<file path="src/hw/rtl/tsr_pkg.sv">
// Shared constants, widths and codes for the three-shear rotation mapper.
// No dependencies; compiled first.
package tsr_pkg;

  localparam int MAX_DIM_DEF    = 2048;
  localparam int PIXEL_BITS_DEF = 32;
  localparam int FRAC_BITS_DEF  = 16;

  localparam int COORD_IN_W = 11;
  localparam int DIM_W      = 12;
  localparam int CROP_W     = 14;
  localparam int OUT_W      = 15;

  localparam int X0_W = 13;
  localparam int N1_W = 13;
  localparam int S1_W = 14;
  localparam int X1_W = 16;
  localparam int W1_W = 14;
  localparam int N2_W = 15;
  localparam int S2_W = 17;
  localparam int Y2_W = 17;
  localparam int H2_W = 15;
  localparam int N3_W = 16;
  localparam int S3_W = 18;

  localparam int CFG_DATA_W = 32;
  localparam int CFG_ADDR_W = 5;
  localparam int REG_IDX_W  = 3;

  localparam logic [REG_IDX_W-1:0] REG_QUADRANT   = 3'd0;
  localparam logic [REG_IDX_W-1:0] REG_SKEW_X     = 3'd1;
  localparam logic [REG_IDX_W-1:0] REG_SKEW_Y     = 3'd2;
  localparam logic [REG_IDX_W-1:0] REG_SRC_WIDTH  = 3'd3;
  localparam logic [REG_IDX_W-1:0] REG_SRC_HEIGHT = 3'd4;
  localparam logic [REG_IDX_W-1:0] REG_CROP_X     = 3'd5;
  localparam logic [REG_IDX_W-1:0] REG_CROP_Y     = 3'd6;

  typedef enum logic [1:0] {
    QUAD_NONE = 2'd0,
    QUAD_90   = 2'd1,
    QUAD_180  = 2'd2,
    QUAD_270  = 2'd3
  } quad_t;

endpackage

</file>
<file path="src/hw/rtl/tsr_if.sv">
// Valid/ready channels: source pixels in, mapped destinations out.
// Depends on tsr_pkg.
interface tsr_in_if #(
  parameter int PIXEL_BITS = tsr_pkg::PIXEL_BITS_DEF
);
  import tsr_pkg::*;

  logic                  valid;
  logic                  ready;
  logic [COORD_IN_W-1:0] src_x;
  logic [COORD_IN_W-1:0] src_y;
  logic [PIXEL_BITS-1:0] pixel;

  modport source (output valid, output src_x, output src_y, output pixel, input ready);
  modport sink (input valid, input src_x, input src_y, input pixel, output ready);
endinterface

interface tsr_out_if #(
  parameter int PIXEL_BITS = tsr_pkg::PIXEL_BITS_DEF
);
  import tsr_pkg::*;

  logic                     valid;
  logic                     ready;
  logic signed [OUT_W-1:0]  dest_x;
  logic signed [OUT_W-1:0]  dest_y;
  logic [PIXEL_BITS-1:0]    pixel_out;

  modport source (output valid, output dest_x, output dest_y, output pixel_out, input ready);
  modport sink (input valid, input dest_x, input dest_y, input pixel_out, output ready);
endinterface

</file>
<file path="src/hw/rtl/tsr_shear_mul.sv">
// One shear multiply stage: rounded margin of a size and floored shift of a coordinate.
// Depends on tsr_pkg for the FRAC_BITS default; the other widths come from the parent.
module tsr_shear_mul #(
  parameter int FRAC_BITS = tsr_pkg::FRAC_BITS_DEF,
  parameter int SIZE_W    = 12,
  parameter int COORD_W   = 13,
  parameter int MARGIN_W  = 13,
  parameter int SHIFT_W   = 14
) (
  input  logic                       clk,
  input  logic                       en,
  input  logic [SIZE_W-1:0]          size,
  input  logic signed [COORD_W-1:0]  coord,
  input  logic [FRAC_BITS:0]         skew,
  output logic [MARGIN_W-1:0]        margin_r,
  output logic signed [SHIFT_W-1:0]  shift_r
);
  localparam int CP_W = COORD_W + FRAC_BITS + 2;
  localparam int SP_W = SIZE_W + FRAC_BITS + 2;

  logic signed [CP_W-1:0] coord_prod;
  logic [SP_W-1:0]        size_prod;
  logic [MARGIN_W-1:0]    margin_nxt;
  logic signed [SHIFT_W-1:0] shift_nxt;

  assign coord_prod = CP_W'(coord) * CP_W'($signed({1'b0, skew}));
  assign size_prod  = SP_W'(size) * SP_W'(skew) + (SP_W'(1) << (FRAC_BITS - 1));
  assign margin_nxt = MARGIN_W'(size_prod >> FRAC_BITS);
  assign shift_nxt  = SHIFT_W'(coord_prod >>> FRAC_BITS);

  always_ff @(posedge clk) begin
    if (en) begin
      margin_r <= margin_nxt;
      shift_r  <= shift_nxt;
    end
  end
endmodule

</file>
<file path="src/hw/rtl/three_shear_rotation_mapper.sv">
// Three-shear rotation mapper: quarter-turn, X/Y/X shears, crop offset.
// Depends on tsr_pkg, tsr_if (tsr_in_if, tsr_out_if) and tsr_shear_mul.
//
// Use: each transfer on in_px carries one source pixel (src_x, src_y, pixel).
// For each one, exactly one transfer on out_px carries the destination column
// and row relative to the crop origin (15-bit two's complement, wrapping) and
// the unchanged pixel. Results leave in input order; out-of-window results are
// not suppressed.
// Path: an input transfer loads stage 1, and the pixel moves stage by stage to the
// output register in stage 7, whose valid bit drives out_px.valid.
// Throughput: one pixel per cycle while out_px.ready stays high; the seven register
// stages each carry a valid bit, and three of them hold the shear multiplies.
// Stall: a stage loads whenever it is empty or the next one moves, so bubbles
// close up while out_px.ready is low; in_px.ready falls only once all seven
// stages hold pixels. Nothing is lost or repeated.
// Configuration: APB-style writes on cfg_*, register i at byte address 4*i;
// write only while no pixel is in flight. pready is tied high.
// Reset (rst_n low, synchronous): pipeline emptied, registers back to
// quadrant 0, skews 0, width and height 1, crop origin 0.
module three_shear_rotation_mapper #(
  parameter int MAX_DIM    = tsr_pkg::MAX_DIM_DEF,
  parameter int PIXEL_BITS = tsr_pkg::PIXEL_BITS_DEF,
  parameter int FRAC_BITS  = tsr_pkg::FRAC_BITS_DEF
) (
  input  logic                            clk,
  input  logic                            rst_n,
  tsr_in_if.sink                          in_px,
  tsr_out_if.source                       out_px,
  input  logic                            cfg_psel,
  input  logic                            cfg_penable,
  input  logic                            cfg_pwrite,
  input  logic [tsr_pkg::CFG_ADDR_W-1:0]  cfg_paddr,
  input  logic [tsr_pkg::CFG_DATA_W-1:0]  cfg_pwdata,
  output logic [tsr_pkg::CFG_DATA_W-1:0]  cfg_prdata,
  output logic                            cfg_pready
);
  import tsr_pkg::*;

  localparam int NSTG    = 7;
  localparam int DIM_CAP = (MAX_DIM > (2 ** DIM_W) - 1) ? (2 ** DIM_W) - 1 : MAX_DIM;
  localparam logic signed [X0_W-1:0] X0_ONE = X0_W'(1);

  // configuration registers
  quad_t                quadrant_r;
  logic [FRAC_BITS:0]   skew_x_r;
  logic [FRAC_BITS:0]   skew_y_r;
  logic [DIM_W-1:0]     src_width_r;
  logic [DIM_W-1:0]     src_height_r;
  logic [CROP_W-1:0]    crop_x_r;
  logic [CROP_W-1:0]    crop_y_r;
  logic [REG_IDX_W-1:0] reg_idx;
  logic                 cfg_wr;

  assign cfg_pready = 1'b1;
  assign reg_idx    = cfg_paddr[CFG_ADDR_W-1:2];
  assign cfg_wr     = cfg_psel & cfg_penable & cfg_pwrite;

  always_ff @(posedge clk) begin
    if (!rst_n) begin
      quadrant_r   <= QUAD_NONE;
      skew_x_r     <= '0;
      skew_y_r     <= '0;
      src_width_r  <= DIM_W'(1);
      src_height_r <= DIM_W'(1);
      crop_x_r     <= '0;
      crop_y_r     <= '0;
    end else if (cfg_wr) begin
      unique case (reg_idx)
        REG_QUADRANT:   quadrant_r   <= quad_t'(cfg_pwdata[1:0]);
        REG_SKEW_X:     skew_x_r     <= cfg_pwdata[FRAC_BITS:0];
        REG_SKEW_Y:     skew_y_r     <= cfg_pwdata[FRAC_BITS:0];
        REG_SRC_WIDTH:  src_width_r  <= cfg_pwdata[DIM_W-1:0];
        REG_SRC_HEIGHT: src_height_r <= cfg_pwdata[DIM_W-1:0];
        REG_CROP_X:     crop_x_r     <= cfg_pwdata[CROP_W-1:0];
        REG_CROP_Y:     crop_y_r     <= cfg_pwdata[CROP_W-1:0];
        default: ;
      endcase
    end
  end

  always_comb begin
    unique case (reg_idx)
      REG_QUADRANT:   cfg_prdata = CFG_DATA_W'(quadrant_r);
      REG_SKEW_X:     cfg_prdata = CFG_DATA_W'(skew_x_r);
      REG_SKEW_Y:     cfg_prdata = CFG_DATA_W'(skew_y_r);
      REG_SRC_WIDTH:  cfg_prdata = CFG_DATA_W'(src_width_r);
      REG_SRC_HEIGHT: cfg_prdata = CFG_DATA_W'(src_height_r);
      REG_CROP_X:     cfg_prdata = CFG_DATA_W'(crop_x_r);
      REG_CROP_Y:     cfg_prdata = CFG_DATA_W'(crop_y_r);
      default:        cfg_prdata = '0;
    endcase
  end

  // stage flow control
  logic [NSTG:1] vld_r;
  logic [NSTG:1] vld_nxt;
  logic [NSTG:1] vld_in;
  logic [NSTG:1] go;

  always_comb begin
    go[NSTG] = !vld_r[NSTG] || out_px.ready;
    for (int k = NSTG - 1; k >= 1; k--) begin
      go[k] = !vld_r[k] || go[k+1];
    end
  end

  assign vld_in  = {vld_r[NSTG-1:1], in_px.valid};
  assign vld_nxt = (go & vld_in) | (~go & vld_r);

  always_ff @(posedge clk) begin
    if (!rst_n) begin
      vld_r <= '0;
    end else begin
      vld_r <= vld_nxt;
    end
  end

  assign in_px.ready  = go[1];
  assign out_px.valid = vld_r[NSTG];

  // stage 1: clamp and quarter-turn
  logic [DIM_W-1:0]       w_c;
  logic [DIM_W-1:0]       h_c;
  logic signed [X0_W-1:0] w_s;
  logic signed [X0_W-1:0] h_s;
  logic signed [X0_W-1:0] i_s;
  logic signed [X0_W-1:0] j_s;
  logic signed [X0_W-1:0] x0_c;
  logic signed [X0_W-1:0] y0_c;
  logic [DIM_W-1:0]       wr_c;
  logic [DIM_W-1:0]       hr_c;

  assign w_c = (int'(src_width_r) > MAX_DIM) ? DIM_W'(DIM_CAP) : src_width_r;
  assign h_c = (int'(src_height_r) > MAX_DIM) ? DIM_W'(DIM_CAP) : src_height_r;
  assign w_s = $signed(X0_W'(w_c));
  assign h_s = $signed(X0_W'(h_c));
  assign i_s = $signed(X0_W'(in_px.src_x));
  assign j_s = $signed(X0_W'(in_px.src_y));

  always_comb begin
    unique case (quadrant_r)
      QUAD_90: begin
        x0_c = h_s - X0_ONE - j_s;
        y0_c = i_s;
        wr_c = h_c;
        hr_c = w_c;
      end
      QUAD_180: begin
        x0_c = w_s - X0_ONE - i_s;
        y0_c = h_s - X0_ONE - j_s;
        wr_c = w_c;
        hr_c = h_c;
      end
      QUAD_270: begin
        x0_c = j_s;
        y0_c = w_s - X0_ONE - i_s;
        wr_c = h_c;
        hr_c = w_c;
      end
      default: begin
        x0_c = i_s;
        y0_c = j_s;
        wr_c = w_c;
        hr_c = h_c;
      end
    endcase
  end

  logic signed [X0_W-1:0] s1_x0_r;
  logic signed [X0_W-1:0] s1_y0_r;
  logic [DIM_W-1:0]       s1_wr_r;
  logic [DIM_W-1:0]       s1_hr_r;
  logic [PIXEL_BITS-1:0]  s1_pix_r;

  always_ff @(posedge clk) begin
    if (go[1]) begin
      s1_x0_r  <= x0_c;
      s1_y0_r  <= y0_c;
      s1_wr_r  <= wr_c;
      s1_hr_r  <= hr_c;
      s1_pix_r <= in_px.pixel;
    end
  end

  // stage 2: first X shear multiply
  logic [N1_W-1:0]        s2_n1;
  logic signed [S1_W-1:0] s2_sh1;
  logic signed [X0_W-1:0] s2_x0_r;
  logic signed [X0_W-1:0] s2_y0_r;
  logic [DIM_W-1:0]       s2_wr_r;
  logic [DIM_W-1:0]       s2_hr_r;
  logic [PIXEL_BITS-1:0]  s2_pix_r;

  tsr_shear_mul #(
    .FRAC_BITS (FRAC_BITS),
    .SIZE_W    (DIM_W),
    .COORD_W   (X0_W),
    .MARGIN_W  (N1_W),
    .SHIFT_W   (S1_W)
  ) u_shear_x1 (
    .clk      (clk),
    .en       (go[2]),
    .size     (s1_hr_r),
    .coord    (s1_y0_r),
    .skew     (skew_x_r),
    .margin_r (s2_n1),
    .shift_r  (s2_sh1)
  );

  always_ff @(posedge clk) begin
    if (go[2]) begin
      s2_x0_r  <= s1_x0_r;
      s2_y0_r  <= s1_y0_r;
      s2_wr_r  <= s1_wr_r;
      s2_hr_r  <= s1_hr_r;
      s2_pix_r <= s1_pix_r;
    end
  end

  // stage 3: apply first X shear, widen image
  logic signed [X1_W-1:0] s3_x1_r;
  logic [W1_W-1:0]        s3_w1_r;
  logic signed [X0_W-1:0] s3_y0_r;
  logic [DIM_W-1:0]       s3_hr_r;
  logic [PIXEL_BITS-1:0]  s3_pix_r;

  always_ff @(posedge clk) begin
    if (go[3]) begin
      s3_x1_r  <= X1_W'(s2_x0_r) + $signed(X1_W'(s2_n1)) - X1_W'(s2_sh1);
      s3_w1_r  <= W1_W'(s2_wr_r) + W1_W'(s2_n1);
      s3_y0_r  <= s2_y0_r;
      s3_hr_r  <= s2_hr_r;
      s3_pix_r <= s2_pix_r;
    end
  end

  // stage 4: Y shear multiply
  logic [N2_W-1:0]        s4_n2;
  logic signed [S2_W-1:0] s4_sh2;
  logic signed [X1_W-1:0] s4_x1_r;
  logic signed [X0_W-1:0] s4_y0_r;
  logic [DIM_W-1:0]       s4_hr_r;
  logic [PIXEL_BITS-1:0]  s4_pix_r;

  tsr_shear_mul #(
    .FRAC_BITS (FRAC_BITS),
    .SIZE_W    (W1_W),
    .COORD_W   (X1_W),
    .MARGIN_W  (N2_W),
    .SHIFT_W   (S2_W)
  ) u_shear_y (
    .clk      (clk),
    .en       (go[4]),
    .size     (s3_w1_r),
    .coord    (s3_x1_r),
    .skew     (skew_y_r),
    .margin_r (s4_n2),
    .shift_r  (s4_sh2)
  );

  always_ff @(posedge clk) begin
    if (go[4]) begin
      s4_x1_r  <= s3_x1_r;
      s4_y0_r  <= s3_y0_r;
      s4_hr_r  <= s3_hr_r;
      s4_pix_r <= s3_pix_r;
    end
  end

  // stage 5: apply Y shear, grow height
  logic signed [Y2_W-1:0] s5_y2_r;
  logic [H2_W-1:0]        s5_h2_r;
  logic signed [X1_W-1:0] s5_x1_r;
  logic [PIXEL_BITS-1:0]  s5_pix_r;

  always_ff @(posedge clk) begin
    if (go[5]) begin
      s5_y2_r  <= Y2_W'(s4_y0_r) + Y2_W'(s4_sh2);
      s5_h2_r  <= H2_W'(s4_hr_r) + H2_W'(s4_n2);
      s5_x1_r  <= s4_x1_r;
      s5_pix_r <= s4_pix_r;
    end
  end

  // stage 6: second X shear multiply
  logic [N3_W-1:0]        s6_n3;
  logic signed [S3_W-1:0] s6_sh3;
  logic signed [Y2_W-1:0] s6_y2_r;
  logic signed [X1_W-1:0] s6_x1_r;
  logic [PIXEL_BITS-1:0]  s6_pix_r;

  tsr_shear_mul #(
    .FRAC_BITS (FRAC_BITS),
    .SIZE_W    (H2_W),
    .COORD_W   (Y2_W),
    .MARGIN_W  (N3_W),
    .SHIFT_W   (S3_W)
  ) u_shear_x2 (
    .clk      (clk),
    .en       (go[6]),
    .size     (s5_h2_r),
    .coord    (s5_y2_r),
    .skew     (skew_x_r),
    .margin_r (s6_n3),
    .shift_r  (s6_sh3)
  );

  always_ff @(posedge clk) begin
    if (go[6]) begin
      s6_y2_r  <= s5_y2_r;
      s6_x1_r  <= s5_x1_r;
      s6_pix_r <= s5_pix_r;
    end
  end

  // stage 7: apply second X shear and crop origin, output register
  logic [OUT_W-1:0]      dx_nxt;
  logic [OUT_W-1:0]      dy_nxt;
  logic [OUT_W-1:0]      out_dx_r;
  logic [OUT_W-1:0]      out_dy_r;
  logic [PIXEL_BITS-1:0] out_pix_r;

  assign dx_nxt = OUT_W'(s6_x1_r) + OUT_W'(s6_n3) - OUT_W'(s6_sh3) - OUT_W'(crop_x_r);
  assign dy_nxt = OUT_W'(s6_y2_r) - OUT_W'(crop_y_r);

  always_ff @(posedge clk) begin
    if (go[7]) begin
      out_dx_r  <= dx_nxt;
      out_dy_r  <= dy_nxt;
      out_pix_r <= s6_pix_r;
    end
  end

  assign out_px.dest_x    = $signed(out_dx_r);
  assign out_px.dest_y    = $signed(out_dy_r);
  assign out_px.pixel_out = out_pix_r;
endmodule

</file>
<file path="src/flat_wrapper.sv">
// flat-port wrapper written by rule: the top's interface ports become plain ports
module three_shear_rotation_mapper_flat import tsr_pkg::*;
#(
  parameter int MAX_DIM    = tsr_pkg::MAX_DIM_DEF,
  parameter int PIXEL_BITS = tsr_pkg::PIXEL_BITS_DEF,
  parameter int FRAC_BITS  = tsr_pkg::FRAC_BITS_DEF
)
  (clk, rst_n, cfg_psel, cfg_penable, cfg_pwrite, cfg_paddr, cfg_pwdata, cfg_prdata, cfg_pready, in_px_valid, in_px_src_x, in_px_src_y, in_px_pixel, in_px_ready, out_px_valid, out_px_dest_x, out_px_dest_y, out_px_pixel_out, out_px_ready);
  tsr_in_if #(.PIXEL_BITS(PIXEL_BITS)) in_px_i ();
  tsr_out_if #(.PIXEL_BITS(PIXEL_BITS)) out_px_i ();
  input  logic clk;
  input  logic rst_n;
  input  logic cfg_psel;
  input  logic cfg_penable;
  input  logic cfg_pwrite;
  input  logic [tsr_pkg::CFG_ADDR_W-1:0] cfg_paddr;
  input  logic [tsr_pkg::CFG_DATA_W-1:0] cfg_pwdata;
  output logic [tsr_pkg::CFG_DATA_W-1:0] cfg_prdata;
  output logic cfg_pready;
  input wire logic [$bits(in_px_i.valid)-1:0] in_px_valid;
  input wire logic [$bits(in_px_i.src_x)-1:0] in_px_src_x;
  input wire logic [$bits(in_px_i.src_y)-1:0] in_px_src_y;
  input wire logic [$bits(in_px_i.pixel)-1:0] in_px_pixel;
  output wire logic [$bits(in_px_i.ready)-1:0] in_px_ready;
  output wire logic [$bits(out_px_i.valid)-1:0] out_px_valid;
  output wire logic [$bits(out_px_i.dest_x)-1:0] out_px_dest_x;
  output wire logic [$bits(out_px_i.dest_y)-1:0] out_px_dest_y;
  output wire logic [$bits(out_px_i.pixel_out)-1:0] out_px_pixel_out;
  input wire logic [$bits(out_px_i.ready)-1:0] out_px_ready;
  assign in_px_i.valid = in_px_valid;
  assign in_px_i.src_x = in_px_src_x;
  assign in_px_i.src_y = in_px_src_y;
  assign in_px_i.pixel = in_px_pixel;
  assign in_px_ready = in_px_i.ready;
  assign out_px_valid = out_px_i.valid;
  assign out_px_dest_x = out_px_i.dest_x;
  assign out_px_dest_y = out_px_i.dest_y;
  assign out_px_pixel_out = out_px_i.pixel_out;
  assign out_px_i.ready = out_px_ready;
  three_shear_rotation_mapper #(.MAX_DIM(MAX_DIM), .PIXEL_BITS(PIXEL_BITS), .FRAC_BITS(FRAC_BITS)) u_core (.clk(clk), .rst_n(rst_n), .in_px(in_px_i), .out_px(out_px_i), .cfg_psel(cfg_psel), .cfg_penable(cfg_penable), .cfg_pwrite(cfg_pwrite), .cfg_paddr(cfg_paddr), .cfg_pwdata(cfg_pwdata), .cfg_prdata(cfg_prdata), .cfg_pready(cfg_pready));
endmodule
</file>
<file path="config.mk">
export PLATFORM = sky130hd
export DESIGN_NAME = three_shear_rotation_mapper_flat
export DESIGN_NICKNAME = d
export VERILOG_FILES = /design/src/hw/rtl/tsr_pkg.sv /design/src/hw/rtl/tsr_if.sv /design/src/hw/rtl/tsr_shear_mul.sv /design/src/hw/rtl/three_shear_rotation_mapper.sv /design/src/flat_wrapper.sv
export SDC_FILE = /design/constraint.sdc
export NUM_CORES = 2
export LEC_CHECK = 0
export ABC_AREA = 1
export BUFFER_PORTS_ARGS = -buffer_cell sky130_fd_sc_hd__buf_2
export CORE_UTILIZATION = 45
export CTS_CLUSTER_SIZE = 25
export DETAILED_ROUTE_END_ITERATION = 7
export RECOVER_POWER = 100
export SLEW_MARGIN = 10
export SYNTH_ARGS = -nofsm -noshare
export SYNTH_HDL_FRONTEND = slang
export SYNTH_SLANG_ARGS = --single-unit
</file>
<file path="constraint.sdc">
create_clock -name clk -period 11.9 [get_ports clk]
set_clock_uncertainty 0.2 [all_clocks]
set_input_delay 0.595 -clock clk [delete_from_list [all_inputs] [get_ports clk]]
set_output_delay 0.595 -clock clk [all_outputs]
set_load 0.005 [all_outputs]
</file>
# == Yosys cells after proc, flatten, opt, wreduce, memory -nomap -nowiden ==
# Cells that the tools add are included.
# op_classes
add_sub_neg,16
multipliers,6
div_mod_pow,0
n_lt_le_gt_ge,2
n_eq_ne,9
n_shift,0
muxes,7
bitwise,6
reduce_logical,23
# op_table
cell,n
17-bit case mux with 7 select lines,1
13-bit case mux with 3 select lines,2
"31-bit by 16-bit adder with 31-bit output, second input constant",2
12-bit two-way mux,4
16-bit by 18-bit multiplier with 33-bit output,1
14-bit by 17-bit multiplier with 31-bit output,1
15-bit by 17-bit multiplier with 31-bit output,1
17-bit by 18-bit multiplier with 31-bit output,1
13-bit by 18-bit multiplier with 30-bit output,1
15-bit by 14-bit subtractor with 15-bit output,2
"29-bit by 16-bit adder with 29-bit output, second input constant",1
12-bit by 17-bit multiplier with 29-bit output,1
"12-bit by 1-bit subtractor with 13-bit output, second input constant",2
13-bit by 12-bit subtractor with 13-bit output,2
"12-bit > comparator, second input constant",2
13-bit by 17-bit adder with 17-bit output,1
15-bit by 14-bit subtractor with 16-bit output,1
12-bit by 15-bit adder with 15-bit output,1
13-bit by 14-bit adder with 15-bit output,1
15-bit adder,1
15-bit subtractor,1
12-bit by 13-bit adder with 14-bit output,1
7-bit AND,2
2-bit AND reduction,7
12 further kinds,29
# word_totals
regBits,710
latch_bits,0
ram_bits,0
rom_bits,0
out_inout_bits,97
wordCells,112
n_memories,0

# == Longest topological paths before layout ==
# depth
depth_word,11
mapped_depth,27

# == By module ==
# From an unflattened synthesis, not the netlist that was laid out.
# hier_totals
hier_cells,9549
area_unflattened_um2,81839.7
# modules_own_cells
module,instances,cells_per_inst,area_per_inst_um2
three_shear_rotation_mapper,1,2305,27273.7
tsr_shear_mul (u_core.u_shear_x2),1,2658,20120.5
tsr_shear_mul (u_core.u_shear_y),1,2564,19095.8
tsr_shear_mul (u_core.u_shear_x1),1,2022,15349.7

# == Worst setup path before layout ==
# Ideal clock, no wire load.
# synth_timing
path_kind,in2reg
from,in out_px_ready
to,"reg u_core.s1_hr_r[0], enable pin"
arrival_ns,7.290
required_ns,10.879
path_slack_ns,3.590
cell_stages,6
path_buffers,0
cell_sequence,inv_1 > nand2_1 > nor2_1 > nand4_1 > nor2_1 > nand2_1
# synth_via
elab_chain_cells,7
# synth_lines
element,line_no,source
"start, declared",flat_wrapper.sv:29,input wire logic [$bits(out_px_i.ready)-1:0] out_px_ready;
1-bit logical OR,three_shear_rotation_mapper.sv:101,go[NSTG] = !vld_r[NSTG] || out_px.ready;
net u_core.go (one bit),three_shear_rotation_mapper.sv:98,logic [NSTG:1] go;
1-bit logical OR (4 in a row),three_shear_rotation_mapper.sv:103,go[k] = !vld_r[k] || go[k+1];
net u_core.go (one bit),three_shear_rotation_mapper.sv:98,
1-bit logical OR (2 in a row),three_shear_rotation_mapper.sv:103,
net in_px_ready,flat_wrapper.sv:24,output wire logic [$bits(in_px_i.ready)-1:0] in_px_ready;
"end signal, assigned",three_shear_rotation_mapper.sv:180,s1_hr_r <= hr_c;
"end, declared",three_shear_rotation_mapper.sv:172,logic [DIM_W-1:0] s1_hr_r;
# The timed path passes the listed nets, and every way through them passes these cells.
# A chain may end at the register's enable or synchronous reset.

# == Worst setup path after layout ==
# layout_timing
from,reg u_core.skew_x_r[6]
to,reg u_core.u_shear_x2.margin_r[1] (data pin)
# layout_via
elab_chain_cells,2
# layout_lines
element,line_no,source
"start, declared",three_shear_rotation_mapper.sv:45,logic [FRAC_BITS:0] skew_x_r;
"start signal, assigned",three_shear_rotation_mapper.sv:70,REG_SKEW_X: skew_x_r <= cfg_pwdata[FRAC_BITS:0];
15-bit by 17-bit multiplier with 31-bit output,tsr_shear_mul.sv:27,assign size_prod = SP_W'(size) * SP_W'(skew) + (SP_W'(1) << (FRAC_BITS - 1));
31-bit by 16-bit adder with 31-bit output,tsr_shear_mul.sv:27,
net u_core.u_shear_x2.size_prod[17],tsr_shear_mul.sv:22,logic [SP_W-1:0] size_prod;
"end signal, assigned",tsr_shear_mul.sv:33,margin_r <= margin_nxt;
"end, declared",tsr_shear_mul.sv:15,"output logic [MARGIN_W-1:0] margin_r,"
# The timed path passes the listed nets, and every way through them passes these cells.

==> impl_results.md <==
- Sink count of the clock tree: 710
- Register Area: 0.0204 mm²
- Top Family by Delay on Critical Path: adder cells
- Global route total overflow: 0
- Cell Chain, Critical Path: clkbuf_1 -> nand2_1 -> fa_1 -> inv_1 -> fa_1 -> fa_1 -> fa_1 -> fa_1 -> inv_1 -> fa_1 -> inv_1 -> ha_1 -> a21oi_1 -> o21ai_0 -> a21oi_1 -> nand2_1 -> xor2_1
- Largest net degree at the start of global routing: 92
- Number of buffers and inverters on the critical path: 4
- Final estimated routing congestion in global placement: 0.971
- Data required time of the critical path: 12.09 ns
- Placeable core region: 0.179 mm²
- Post-route fraction of the period consumed by the critical path: 71.2%
- Unrepaired setup endpoints after global routing: no
- Worst path slowest cell: sky130_fd_sc_hd__dfxtp_1
- Master cell of the clock root buffer: sky130_fd_sc_hd__clkbuf_16
- Critical Path Sink Type: flop
- Per-cell via count in the routed design: 5.10
- Cell count after synthesis: 9511
- Number of levels in the clock H-tree: 3
- Aggregate negative setup slack: 0 ns
- GR Util All Layers: 26.2%
- Critical Path Start: u_core.skew_x_r[6]$_SDFFE_PN0P_
- Async set-or-reset flop fraction in the synthesized netlist: 0%
- # resized after CTS: 0
- Syn. warnings: 0
- First-pass GRT wire length: 364000 µm
- Proportion of synthesized chip area in sequential cells: 25.1%
- Worst max-slew margin expressed relative to the limit: -196%
- Effective utilization at floorplan: 45.4%
- Width of the chip: 427 µm
- Total DRC errors in the routed layout: 0
- Antenna violations before repair: 12
- TritonCTS clock tree: done
- Cell types with the largest area share after synthesis: sky130_fd_sc_hd__fa_1 29%, sky130_fd_sc_hd__edfxtp_1 23%, sky130_fd_sc_hd__inv_1 11%
- Avg Cell Area, Syn: 8.54 µm²
- Core Rows: 155
- Area growth syn-to-layout: 7.01%
- Mean routed wirelength per cell: 19.6 µm
- Buffers on Ports: 161
- Cell with the most instances after synthesis: sky130_fd_sc_hd__inv_1
- Power per cell area: 104 mW/mm²
- Area of the die: 0.182 mm²
- Fraction of post-synthesis cell area in the top cell type by area: 28.5%
- Number of flops mapped to enable cells by yosys: 615
- Crit path time final: 8.47 ns
- Post-CTS Setup Bufs: 0
- Detailed-route via count: 60.9k
- Slew Limit Fails: 780
- CTS max path bufs: 3
- Most instantiated cells after synthesis: 2482 x sky130_fd_sc_hd__inv_1, 2406 x sky130_fd_sc_hd__nand2_1, 1158 x sky130_fd_sc_hd__fa_1
- Violations in the final reports: capacitance limit, slew limit
- Leakage power figure: 0.0477 µW
- Number of synthesized register bits: 710
- Beginning of the worst register-to-register path: u_core.skew_x_r[6]$_SDFFE_PN0P_
- Source-to-sink clock delay at the later pin of the worst-skew pair: 0.71 ns
- Vertical die dimension: 427 µm
- Number of buffers created by CTS: 77
- Cell type with the highest aggregate area in the netlist: sky130_fd_sc_hd__fa_1
- Kind of start point of the critical path: flop
- Violation count after the first detailed-routing iteration: 4268
- Result of the run: finished with violations
- Number of nets at the end of the flow: 11.5k
- Peak per-stage delay on the critical path: 1.58 ns
- Number of primary I/O pins: 195
- Number of inserted filler cells in the final layout: 17.2k
- Most frequently used flop master after synthesis: sky130_fd_sc_hd__edfxtp_1
- Fraction of final layout cells sized beyond drive strength 1: 3.08%
- Data arrival time of the worst path: 8.66 ns
- Multi-input combinational cell area: 0.0499 mm²
- Detailed placer's ending HPWL: 186000 µm
- Overall power consumption: 9000 µW
- Final WL: 234000 µm
- Detailed-router iteration count before antenna repair: 6
- Final setup violating endpoints: 0
- Max IR drop VDD: 0.147 mV
- Cell type with the highest occurrence count on the critical path: sky130_fd_sc_hd__fa_1
- Antenna violation net count after detailed routing: 0
- Max Clk Rate: 118 MHz
- Final-report hold violation count: 0
- Via count of the first global-routing pass: 63.0k
- HP Class: input pin to flop
- Max-cap check violation count: 19
- Clock transition at path regs: 0.06 ns
- Actual transition at the worst max-transition pin: 4.45 ns
- Library cells used by synthesis: 54
- Crit Path Max Fanout: 31
- Post-Syn Area: 0.0812 mm²
- Class of the most critical setup path: flop to flop
- Launch instance of the worst min-delay path: in_px_src_y[10]
[worst min-delay path, cell delays in order]
cell	delay [ns]
sky130_fd_sc_hd__buf_2	0.11
sky130_fd_sc_hd__nand2_1	0.05
sky130_fd_sc_hd__nand4_1	0.08
[cell families after synthesis]
logic type	after synthesis	share of synthesized area [%]
xor+xnor	130	1.40
compound gates	726	4.97
buf+inv	2881	13.5
fa+ha+maj	1862	39.4
flops	710	25.1
other cells	2	0.00925
simple gates	3200	15.7
[repair_timing]
item | in CTS | in global routing
hold buffers | 38 | 0
hold endpoints to repair | 36 | 0
setup endpoints to repair | 0 | 0
[path summary, 6_finish.rpt]
path | to | slack (ns) | depth (start not counted)
hold reg to reg | u_core.s6_x1_r[14]$_DFFE_PP_ | 0.20 | 0
setup reg to reg | u_core.u_shear_x2.margin_r[1]$_DFFE_PP_ | 3.43 | 17
setup / recovery | u_core.u_shear_x2.margin_r[1]$_DFFE_PP_ | 3.43 | 17
hold / removal | u_core.s1_x0_r[10]$_DFFE_PN_ | 0.05 | 3
[layout by cell type, fill, tap and decap left out, types with 132 or more instances in the layout]
cell                       count
sky130_fd_sc_hd__clkbuf_1    132
sky130_fd_sc_hd__nand2_1    2406
sky130_fd_sc_hd__ha_1        704
sky130_fd_sc_hd__edfxtp_1    615
sky130_fd_sc_hd__inv_1      2484
sky130_fd_sc_hd__nor2_1      404
sky130_fd_sc_hd__o21ai_0     245
sky130_fd_sc_hd__nand3_1     232
sky130_fd_sc_hd__a21oi_1     324
sky130_fd_sc_hd__fa_1       1158
[flip-flops by register name, summed over array words and instances, names as in the netlist, 32 cells and up, named ones only]
signal and flops:
u_core.s3_pix_r 32, u_core.s6_pix_r 32, u_core.s4_pix_r 32, u_core.s5_pix_r 32, u_core.s2_pix_r 32, u_core.s1_pix_r 32
u_core.out_px.pixel_out 32
[power by group]
part           leakage [µW]  internal, µW  switching (µW)
registers           0.00757          3180             383
clock network       0.00131          1450            1080
logic                0.0388           967            1940
total                0.0477          5600            3410
[stage by stage]
stage / hold slack, ns / area, µm² / instances / setup WS, ns / util, %
6_report: 0.0507 / 86900 / 11900 / 3.43 / 48.6
5_1_grt: 0.0245 / 86900 / 11900 / 2.85 / 48.6
4_1_cts: 0.00483 / 87200 / 11900 / 5.02 / 48.8
3_5_place_dp: 0.205 / 84100 / 11700 / 5.00 / 47.0
3_3_place_gp: 0.200 / 84100 / 11700 / 5.02 / 47.0
2_1_floorplan: 0.200 / 81300 / 9525 / 3.59 / -
[area by class of cell]
class | count | area share (%)
multi-input combinational | 5934 | 57.4
sequential | 710 | 23.5
inverter | 2496 | 10.8
tap | 2355 | 3.39
clock buffer | 91 | 2.35
timing repair buffer | 277 | 1.78
clock inverter | 52 | 0.770
antenna | 7 | 0.0202
[metal layers]
metal	track usage [%]	up-vias	share of wire, %
li1	-	28400	-
met1	35.0	30200	42
met2	44.1	1916	47
met3	3.58	355	6.8
met4	8.34	4	3.6
met5	0	-	0.0098
Note: power is estimated with default switching activity, not from simulation.
